[config.mk]
export PLATFORM = sky130hd
export DESIGN_NAME = array_store_with_search
export DESIGN_NICKNAME = d
export VERILOG_FILES = /design/src/rtl/asws_pkg.sv /design/src/rtl/asws_ctrl.sv /design/src/rtl/asws_dp.sv /design/src/rtl/array_store_with_search.sv
export SDC_FILE = /design/constraint.sdc
export NUM_CORES = 2
export LEC_CHECK = 0
export ABC_AREA = 1
export BUFFER_PORTS_ARGS = -buffer_cell sky130_fd_sc_hd__buf_2
export CAP_MARGIN = 25
export CORE_ASPECT_RATIO = 0.75
export CORE_UTILIZATION = 45
export CTS_CLUSTER_DIAMETER = 60
export DETAILED_ROUTE_END_ITERATION = 7
export RECOVER_POWER = 100
export SYNTH_ARGS = -nofsm -noshare
export SYNTH_HDL_FRONTEND = slang
export SYNTH_SLANG_ARGS = --single-unit
[constraint.sdc]
create_clock -name clk_i -period 5.1 [get_ports clk_i]
set_input_delay 1.02 -clock clk_i [delete_from_list [all_inputs] [get_ports clk_i]]
set_output_delay 1.02 -clock clk_i [all_outputs]
set_load 0.02 [all_outputs]
[src/rtl/asws_pkg.sv]
// ----------------------------------------------------------------------------
// asws_pkg
// Shared types and constants for the array store with search: request and
// status codes, datapath command and status groups.
// ----------------------------------------------------------------------------
package asws_pkg;

  localparam int unsigned REQ_W      = 2;
  localparam int unsigned STATUS_W   = 2;
  localparam int unsigned VALUE_W    = 32;
  localparam int unsigned FIELD_W    = 7;   // position and count on the bus
  localparam int unsigned OUT_DATA_W = 48;  // 7 + 32 + 7 rounded up to bytes

  // Request kinds carried on the input tuser
  typedef enum logic [REQ_W-1:0] {
    REQ_APPEND   = 2'd0,
    REQ_REMOVE   = 2'd1,
    REQ_SEARCH   = 2'd2,
    REQ_TRAVERSE = 2'd3
  } req_type_e;

  // Result status carried on the output tuser
  typedef enum logic [STATUS_W-1:0] {
    ST_OK       = 2'd0,
    ST_FULL     = 2'd1,
    ST_EMPTY    = 2'd2,
    ST_NOTFOUND = 2'd3
  } status_e;

  // Datapath operations on the store
  typedef enum logic [2:0] {
    OP_NOP,
    OP_APPEND,
    OP_REMOVE,
    OP_START,
    OP_ADVANCE
  } dp_op_e;

  // Command group: controller to datapath
  typedef struct packed {
    dp_op_e  op;
    logic    out_load;
    status_e out_status;
    logic    out_pos;    // drive position from scan index
    logic    out_elem;   // drive element from read data
    logic    out_last;
  } dp_cmd_t;

  // Status group: datapath to controller
  typedef struct packed {
    logic full;
    logic empty;
    logic match;
    logic at_end;
    logic out_free;
  } dp_stat_t;

endpackage

[src/rtl/asws_ctrl.sv]
// ----------------------------------------------------------------------------
// asws_ctrl
// Request controller: decodes accepted requests and sequences the entry scan
// for search and traverse.
// ----------------------------------------------------------------------------
module asws_ctrl (
  input  logic                       clk_i,
  input  logic                       rst_ni,
  input  logic                       req_valid_i,
  input  asws_pkg::req_type_e        req_type_i,
  output logic                       req_ready_o,
  input  asws_pkg::dp_stat_t         stat_i,
  output asws_pkg::dp_cmd_t          cmd_o
);
  import asws_pkg::*;

  typedef enum logic [1:0] {
    S_IDLE,
    S_SCAN,
    S_TRAV
  } state_e;

  state_e state_q, state_d;

  // Accept only when the result register can take a result this cycle
  assign req_ready_o = (state_q == S_IDLE) && stat_i.out_free;

  // Next state and datapath command
  always_comb begin
    state_d            = state_q;
    cmd_o              = '0;
    cmd_o.op           = OP_NOP;
    cmd_o.out_status   = ST_OK;
    unique case (state_q)
      S_IDLE: begin
        if (req_valid_i && req_ready_o) begin
          cmd_o.out_last = 1'b1;
          unique case (req_type_i)
            REQ_APPEND: begin
              cmd_o.out_load = 1'b1;
              if (stat_i.full) begin
                cmd_o.out_status = ST_FULL;
              end else begin
                cmd_o.op = OP_APPEND;
              end
            end
            REQ_REMOVE: begin
              cmd_o.out_load = 1'b1;
              if (stat_i.empty) begin
                cmd_o.out_status = ST_EMPTY;
              end else begin
                cmd_o.op = OP_REMOVE;
              end
            end
            REQ_SEARCH: begin
              if (stat_i.empty) begin
                cmd_o.out_load   = 1'b1;
                cmd_o.out_status = ST_NOTFOUND;
              end else begin
                cmd_o.op = OP_START;
                state_d  = S_SCAN;
              end
            end
            REQ_TRAVERSE: begin
              if (stat_i.empty) begin
                cmd_o.out_load   = 1'b1;
                cmd_o.out_status = ST_EMPTY;
              end else begin
                cmd_o.op = OP_START;
                state_d  = S_TRAV;
              end
            end
          endcase
        end
      end
      S_SCAN: begin
        // Compare one entry per cycle, stop on first hit or at the end
        cmd_o.out_last = 1'b1;
        if (stat_i.match) begin
          cmd_o.out_load = 1'b1;
          cmd_o.out_pos  = 1'b1;
          state_d        = S_IDLE;
        end else if (stat_i.at_end) begin
          cmd_o.out_load   = 1'b1;
          cmd_o.out_status = ST_NOTFOUND;
          state_d          = S_IDLE;
        end else begin
          cmd_o.op = OP_ADVANCE;
        end
      end
      S_TRAV: begin
        // Emit one entry whenever the result register frees up
        if (stat_i.out_free) begin
          cmd_o.out_load = 1'b1;
          cmd_o.out_pos  = 1'b1;
          cmd_o.out_elem = 1'b1;
          cmd_o.out_last = stat_i.at_end;
          if (stat_i.at_end) begin
            state_d = S_IDLE;
          end else begin
            cmd_o.op = OP_ADVANCE;
          end
        end
      end
      default: begin
        state_d = S_IDLE;
      end
    endcase
  end

  // Hold state
  always_ff @(posedge clk_i or negedge rst_ni) begin
    if (!rst_ni) begin
      state_q <= S_IDLE;
    end else begin
      state_q <= state_d;
    end
  end

endmodule

[src/rtl/asws_dp.sv]
// ----------------------------------------------------------------------------
// asws_dp
// Store datapath: entry memory, fill count, scan index, search key and the
// result register.
// ----------------------------------------------------------------------------
module asws_dp #(
  parameter int unsigned DEPTH = 64
) (
  input  logic                                clk_i,
  input  logic                                rst_ni,
  input  logic [asws_pkg::VALUE_W-1:0]        value_i,
  input  asws_pkg::dp_cmd_t                   cmd_i,
  output asws_pkg::dp_stat_t                  stat_o,
  output logic                                out_valid_o,
  input  logic                                out_ready_i,
  output logic [asws_pkg::OUT_DATA_W-1:0]     out_data_o,
  output logic [asws_pkg::STATUS_W-1:0]       out_status_o,
  output logic                                out_last_o
);
  import asws_pkg::*;

  localparam int unsigned AW = (DEPTH > 1) ? $clog2(DEPTH) : 1;
  localparam int unsigned CW = $clog2(DEPTH + 1);
  localparam logic [CW-1:0] DEPTH_C = CW'(DEPTH);
  localparam logic [CW-1:0] ONE_C   = CW'(1);

  logic [VALUE_W-1:0] mem [DEPTH];
  logic [VALUE_W-1:0] rdata_q;
  logic [VALUE_W-1:0] key_q;
  logic [CW-1:0]      count_q, count_d;
  logic [CW-1:0]      idx_q, idx_d;
  logic [CW-1:0]      idx_inc;
  logic               rd_en;
  logic [AW-1:0]      rd_addr;

  logic               out_valid_q;
  logic [FIELD_W-1:0] out_pos_q;
  logic [VALUE_W-1:0] out_elem_q;
  logic [FIELD_W-1:0] out_count_q;
  status_e            out_status_q;
  logic               out_last_q;

  logic [CW+FIELD_W-1:0] pos_ext;
  logic [CW+FIELD_W-1:0] count_ext;

  assign idx_inc = idx_q + ONE_C;

  // Status toward the controller
  assign stat_o.full     = (count_q == DEPTH_C);
  assign stat_o.empty    = (count_q == '0);
  assign stat_o.match    = (rdata_q == key_q);
  assign stat_o.at_end   = (idx_inc == count_q);
  assign stat_o.out_free = !out_valid_q || out_ready_i;

  // Fill count and scan index
  always_comb begin
    count_d = count_q;
    idx_d   = idx_q;
    unique case (cmd_i.op)
      OP_APPEND:  count_d = count_q + ONE_C;
      OP_REMOVE:  count_d = count_q - ONE_C;
      OP_START:   idx_d   = '0;
      OP_ADVANCE: idx_d   = idx_inc;
      default:    ;
    endcase
  end

  always_ff @(posedge clk_i or negedge rst_ni) begin
    if (!rst_ni) begin
      count_q <= '0;
      idx_q   <= '0;
    end else begin
      count_q <= count_d;
      idx_q   <= idx_d;
    end
  end

  // Latch the search key at scan start
  always_ff @(posedge clk_i) begin
    if (cmd_i.op == OP_START) begin
      key_q <= value_i;
    end
  end

  // Entry memory: one write port, one registered read port
  assign rd_en   = (cmd_i.op == OP_START) || (cmd_i.op == OP_ADVANCE);
  assign rd_addr = (cmd_i.op == OP_START) ? '0 : idx_inc[AW-1:0];

  always_ff @(posedge clk_i) begin
    if (cmd_i.op == OP_APPEND) begin
      mem[count_q[AW-1:0]] <= value_i;
    end
    if (rd_en) begin
      rdata_q <= mem[rd_addr];
    end
  end

  // Trim position and count to the bus field width
  assign pos_ext   = {{FIELD_W{1'b0}}, idx_inc};
  assign count_ext = {{FIELD_W{1'b0}}, count_d};

  // Result register valid flag
  always_ff @(posedge clk_i or negedge rst_ni) begin
    if (!rst_ni) begin
      out_valid_q <= 1'b0;
    end else if (cmd_i.out_load) begin
      out_valid_q <= 1'b1;
    end else if (out_ready_i) begin
      out_valid_q <= 1'b0;
    end
  end

  // Result register payload
  always_ff @(posedge clk_i) begin
    if (cmd_i.out_load) begin
      out_status_q <= cmd_i.out_status;
      out_last_q   <= cmd_i.out_last;
      out_count_q  <= count_ext[FIELD_W-1:0];
      out_pos_q    <= cmd_i.out_pos ? pos_ext[FIELD_W-1:0] : '0;
      out_elem_q   <= cmd_i.out_elem ? rdata_q : '0;
    end
  end

  assign out_valid_o  = out_valid_q;
  assign out_status_o = out_status_q;
  assign out_last_o   = out_last_q;
  assign out_data_o   = {{(OUT_DATA_W - 2*FIELD_W - VALUE_W){1'b0}},
                         out_count_q, out_elem_q, out_pos_q};

endmodule

[src/rtl/array_store_with_search.sv]
// ----------------------------------------------------------------------------
// array_store_with_search
// Bounded store of signed 32-bit entries with append, remove-last, linear
// search and in-order traverse.
// ----------------------------------------------------------------------------
// Usage:
//   Requests arrive on the s_axis channel: tuser selects append, remove,
//   search or traverse and tdata carries the value. Results leave on the
//   m_axis channel, one per request, or one per stored entry on traverse,
//   with tlast on the final result of each request.
//   Append and remove give their result in the cycle after the transaction.
//   Search reads one entry per cycle from the entry memory's single read
//   port. A new request is taken as soon as the previous one has loaded its
//   final result and the result register is free or being emptied in the
//   same cycle.
//   Reset empties the store (fill count zero) and drops any pending result;
//   entry contents are not cleared. A receiver stall holds the result
//   register, pauses a traverse in place and holds off new requests.
// ----------------------------------------------------------------------------
module array_store_with_search #(
  parameter int unsigned DEPTH = 64
) (
  input  logic                                clk_i,
  input  logic                                rst_ni,
  input  logic                                s_axis_tvalid,
  output logic                                s_axis_tready,
  input  logic [asws_pkg::VALUE_W-1:0]        s_axis_tdata,   // value
  input  logic [asws_pkg::REQ_W-1:0]          s_axis_tuser,   // req_type
  output logic                                m_axis_tvalid,
  input  logic                                m_axis_tready,
  // position [6:0], element [38:7], count [45:39], zero fill [47:46]
  output logic [asws_pkg::OUT_DATA_W-1:0]     m_axis_tdata,
  output logic [asws_pkg::STATUS_W-1:0]       m_axis_tuser,   // status
  output logic                                m_axis_tlast    // last
);
  import asws_pkg::*;

  dp_cmd_t   cmd;
  dp_stat_t  stat;
  req_type_e req_type;

  assign req_type = req_type_e'(s_axis_tuser);

  // Request sequencing
  asws_ctrl u_ctrl (
    .clk_i       (clk_i),
    .rst_ni      (rst_ni),
    .req_valid_i (s_axis_tvalid),
    .req_type_i  (req_type),
    .req_ready_o (s_axis_tready),
    .stat_i      (stat),
    .cmd_o       (cmd)
  );

  // Store and result register
  asws_dp #(
    .DEPTH (DEPTH)
  ) u_dp (
    .clk_i        (clk_i),
    .rst_ni       (rst_ni),
    .value_i      (s_axis_tdata),
    .cmd_i        (cmd),
    .stat_o       (stat),
    .out_valid_o  (m_axis_tvalid),
    .out_ready_i  (m_axis_tready),
    .out_data_o   (m_axis_tdata),
    .out_status_o (m_axis_tuser),
    .out_last_o   (m_axis_tlast)
  );

endmodule
==> key figures <==
Run status
  – Status: complete, but fails checks
  – Violated checks: max-capacitance violations, max-slew violations

Floorplanning
  – Core area: about 210000 um2
  – Full die area: 209500 um2
  – I/O pin cnt: 91
  – Die H: 396.6 um
  – Rows: approximately 140
  – Chip width: ~530 um
  – Starting Density: 45.38%

Place
  – Gpl congestion: roughly 0.89
  – Area after DPL: 98570 um2
  – Pre-CTS setup slack: 0.2691 ns
  – Post-DP HPWL: 156500 um
  – Buffers on Ports: 88

CTS
  – Post-CTS Setup Bufs: 0
  – Hold-fix buffers, CTS: 0
  – Cts repair resizes: 0
  – Clock insertion delay at the later pin of the skew report: 0.89 ns
  – Clk slew on worst S/H paths: 0.07 ns
  – Number of clock sinks: 2178
  – Max clock buf depth: 4
  – CTS Root Buffer Type: clkbuf_16
  – CTS buffer count: 210
  – CTS H-tree lvls: 4
  – TritonCTS clock tree: yes

Final layout
  – Final instance area: 104200 um2
  – Layout cell share with drive strength beyond 1: 10.10%
  – Storage cell area: 65320 um2
  – Nets: 8051
  – Area occupied by multi-input gates: 22800 um2
  – Layout overhead on the synthesized area: 11.47%
  – Filler cells: about 18000

Critical path
  – Critical Path End Type: register
  – Worst endpoint required time: approximately 5.6 ns
  – Crit Path Category: reg2reg
  – CP max FO: 32
  – CP Launch Type: register
  – Arrival time worst endpoint: 5.41 ns

Global route
  – Total GRT Usage: 26.66%
  – Initial antenna violation count: 17
  – Number of global-route vias before repair: ~60000
  – Largest net degree at the start of global routing: 195
  – Gr ovfl total: 0
  – First-pass GRT wire length: 411300 um

Route
  – Drt drc: 0
  – Drt wl/cell: 25.92 um
  – DR vias: around 63000
  – Initial DRC count: 9124
  – Vias per inst: between 5 and 6
  – Routed wire length: between 200000 and 300000 um
  – Drt first pass iters: 6
  – DRT antenna net count: 0

Yosys
  – Post-Syn Instances: 7972
  – Synthesized cell area: 93440 um2
  – Synth Register Bits: 2178
  – Syn avg cell area: 11.72 um2
  – Post-synthesis cell type count: 35
  – Syn. warnings: 0
  – Seq/Total Area, Yosys: between 60% and 70%

Timing
  – Final setup vio count: 0
  – Final period util: 97.04%
  – Setup WS post-layout: ~0.15 ns
  – Achievable Freq: 0.2021 GHz
  – Minimum clock period: 4.949 ns
  – Setup TNS Final: 0 ns
  – RSZ-0062 raised after global routing: no
  – Post-Route Skew: between 0.05 and 0.06 ns
  – Worst-Margin Slew: 4.141 ns
  – Final Hold Fails: 0
  – Max Slew Vio Count: 2082
  – Slew margin rel.: -176.0%

Power
  – Total power: just over 0.06 W
  – Clock power share: 24.6%
  – Logic gate share of total power: between 40 and 50%
  – Pint: 0.03583 W
  – Sw power: 0.02501 W
  – PwrDens: 584.1 nW/um2
  – Switching Share: approximately 40%
  – LEAKAGE: approximately 38 nW
  – Peak supply drop: about 460 uV
  – Flop pwr share: 34.3%

Min path
  – Min-Delay Path Class: in2async

Job
  – Maxcap violations: 51
sequential cells by signal, summed over array words and instances, names as in the netlist:
register / flops
u_ctrl.state_q: 2
u_dp.count_q: 7
u_dp.idx_q: 7
u_dp.key_q: 32
u_dp.mem: 2048
u_dp.out_count_q: 7
u_dp.out_elem_q: 32
u_dp.out_last_o: 1
u_dp.out_pos_q: 7
u_dp.out_status_o: 2
u_dp.out_valid_o: 1
u_dp.rdata_q: 32
cell usage in the layout, fill, tap and decap left out, types with 4 or more instances in the layout:
master,Yosys,routed
clkbuf_2,0,39
nor2_1,650,605
nand3b_1,451,451
buf_12,0,65
o2111ai_1,134,134
buf_2,290,18
or2_2,256,256
nand3_1,1903,1903
xor2_1,4,4
nand2_1,738,738
o21ai_1,21,21
ha_1,10,10
clkinv_2,0,32
inv_6,0,4
edfxtp_1,2161,2161
nor2_4,2,47
xnor2_1,29,29
buf_4,8,102
clkbuf_16,0,212
inv_1,866,865
clkbuf_1,199,171
bufinv_16,0,14
o22ai_1,5,5
o21ai_0,152,152
clkbuf_4,0,18
dfrtp_1,17,16
clkinv_1,0,51
a21oi_1,5,4
power by group through the flow:
stage          logic (W)  clock network, W  registers (W)
5_1_grt           0.0268            0.0158         0.0209
2_1_floorplan     0.0145                 0         0.0212
3_3_place_gp      0.0245                 0         0.0212
4_1_cts           0.0247            0.0151         0.0208
3_5_place_dp      0.0246                 0         0.0212
6_report          0.0250            0.0150         0.0209
stage by stage:
stage / std cells / util, % / hold slack [ns]
2_1_floorplan: 7973 / - / 0.5001
3_3_place_gp: 10560 / 47.84 / 0.5331
3_5_place_dp: 10560 / 47.86 / 0.5505
4_1_cts: 10930 / 50.94 / 0.04934
5_1_grt: 10930 / 50.58 / 0.3750
6_report: 10930 / 50.58 / 0.3047
logic make-up (layout without fill, tap and decap cells):
| logic type | count (synthesis) | in the layout | share of synthesized area (%) |
|---|---|---|---|
| compound gates | 323 | 323 | 2.290 |
| buf+inv | 1415 | 1599 | 6.120 |
| simple gates | 4010 | 4010 | 21.21 |
| fa+ha+maj | 11 | 11 | 0.1553 |
| flops | 2178 | 2178 | 69.90 |
| xor+xnor | 33 | 33 | 0.3093 |
| other cells | 1 | 3 | 0.004013 |
| mux | 1 | 1 | 0.01071 |
layout make-up:
type / instances / area share (%)
clock inverter: 103 / 0.7976
multi-input combinational: 4380 / 21.88
tap: 2774 / 3.332
inverter: 870 / 3.152
antenna: 1 / 0.002402
sequential: 2178 / 62.71
timing repair buffer: 362 / 2.843
clock buffer: 264 / 5.280
final timing paths:
check / cells after the start / to / slack, ns / start
setup / recovery: 19 / u_dp.mem[39][23] / 0.15 / u_dp.rdata_q[1]
min in group clk_i: 4 / u_dp.out_valid_o / 0.48 / m_axis_tready
setup reg to reg: 19 / u_dp.mem[39][23] / 0.15 / u_dp.rdata_q[1]
hold / removal: 1 / u_ctrl.state_q[1] / 0.30 / rst_ni
max in group asynchronous: 1 / u_dp.idx_q[0] / 4.05 / rst_ni
hold reg to reg: 2 / u_dp.idx_q[1] / 0.56 / u_dp.idx_q[1]
critical path, stage by stage, from the launching register on:
cell and delay [ns]:
edfxtp_1 0.45, inv_1 0.13, nand2_1 0.06, nand2_1 0.05, nand2_1 0.06, nor2_1 0.43
nand2_1 0.12, nor2_1 0.15, nand2_1 0.25, nand2_1 0.15, nand2_1 0.11, nand2_4 0.13
nand2_1 0.06, nor2_1 0.24, inv_1 0.12, nor2_1 0.21, nand3_1 0.11, clkbuf_2 0.45
nor2_4 0.19, buf_2 0.98
per-layer routing:
metal / vias up / routed length (um) / share of wire, % / GRT usage [%]
li1: 27990 / - / - / -
met5: - / 25 / 0.0088 / 0
met2: 3280 / 125400 / 44 / 40.24
met3: 380 / 30690 / 11 / 5.209
met1: 31020 / 120000 / 42 / 39.37
met4: 4 / 7247 / 2.6 / 6.939
cells in the mapped netlist, drive strengths merged:
library cell | instances | area (um2)
clkbuf | 199 | 747.0
o21ai | 173 | 865.8
a22oi | 1 | 7.510
o22ai | 5 | 31.28
or2 | 256 | 1602
a21oi | 5 | 25.02
o31ai | 3 | 22.52
conb | 1 | 3.750
buf | 346 | 1707
nand2 | 743 | 2816
edfxtp | 2161 | 64890
nor2 | 654 | 2475
xnor2 | 29 | 254.0
ha | 10 | 125.1
nand3b | 451 | 3386
fa | 1 | 20.02
a31oi | 1 | 6.260
nand4 | 2 | 12.51
xor2 | 4 | 35.03
a211oi | 1 | 7.510
dfrtp | 17 | 425.4
nand3 | 1903 | 9524
inv | 870 | 3266
o2111ai | 134 | 1174
mux2i | 1 | 10.01
nor3 | 1 | 5.000
Power figures use the tool's default switching activity.
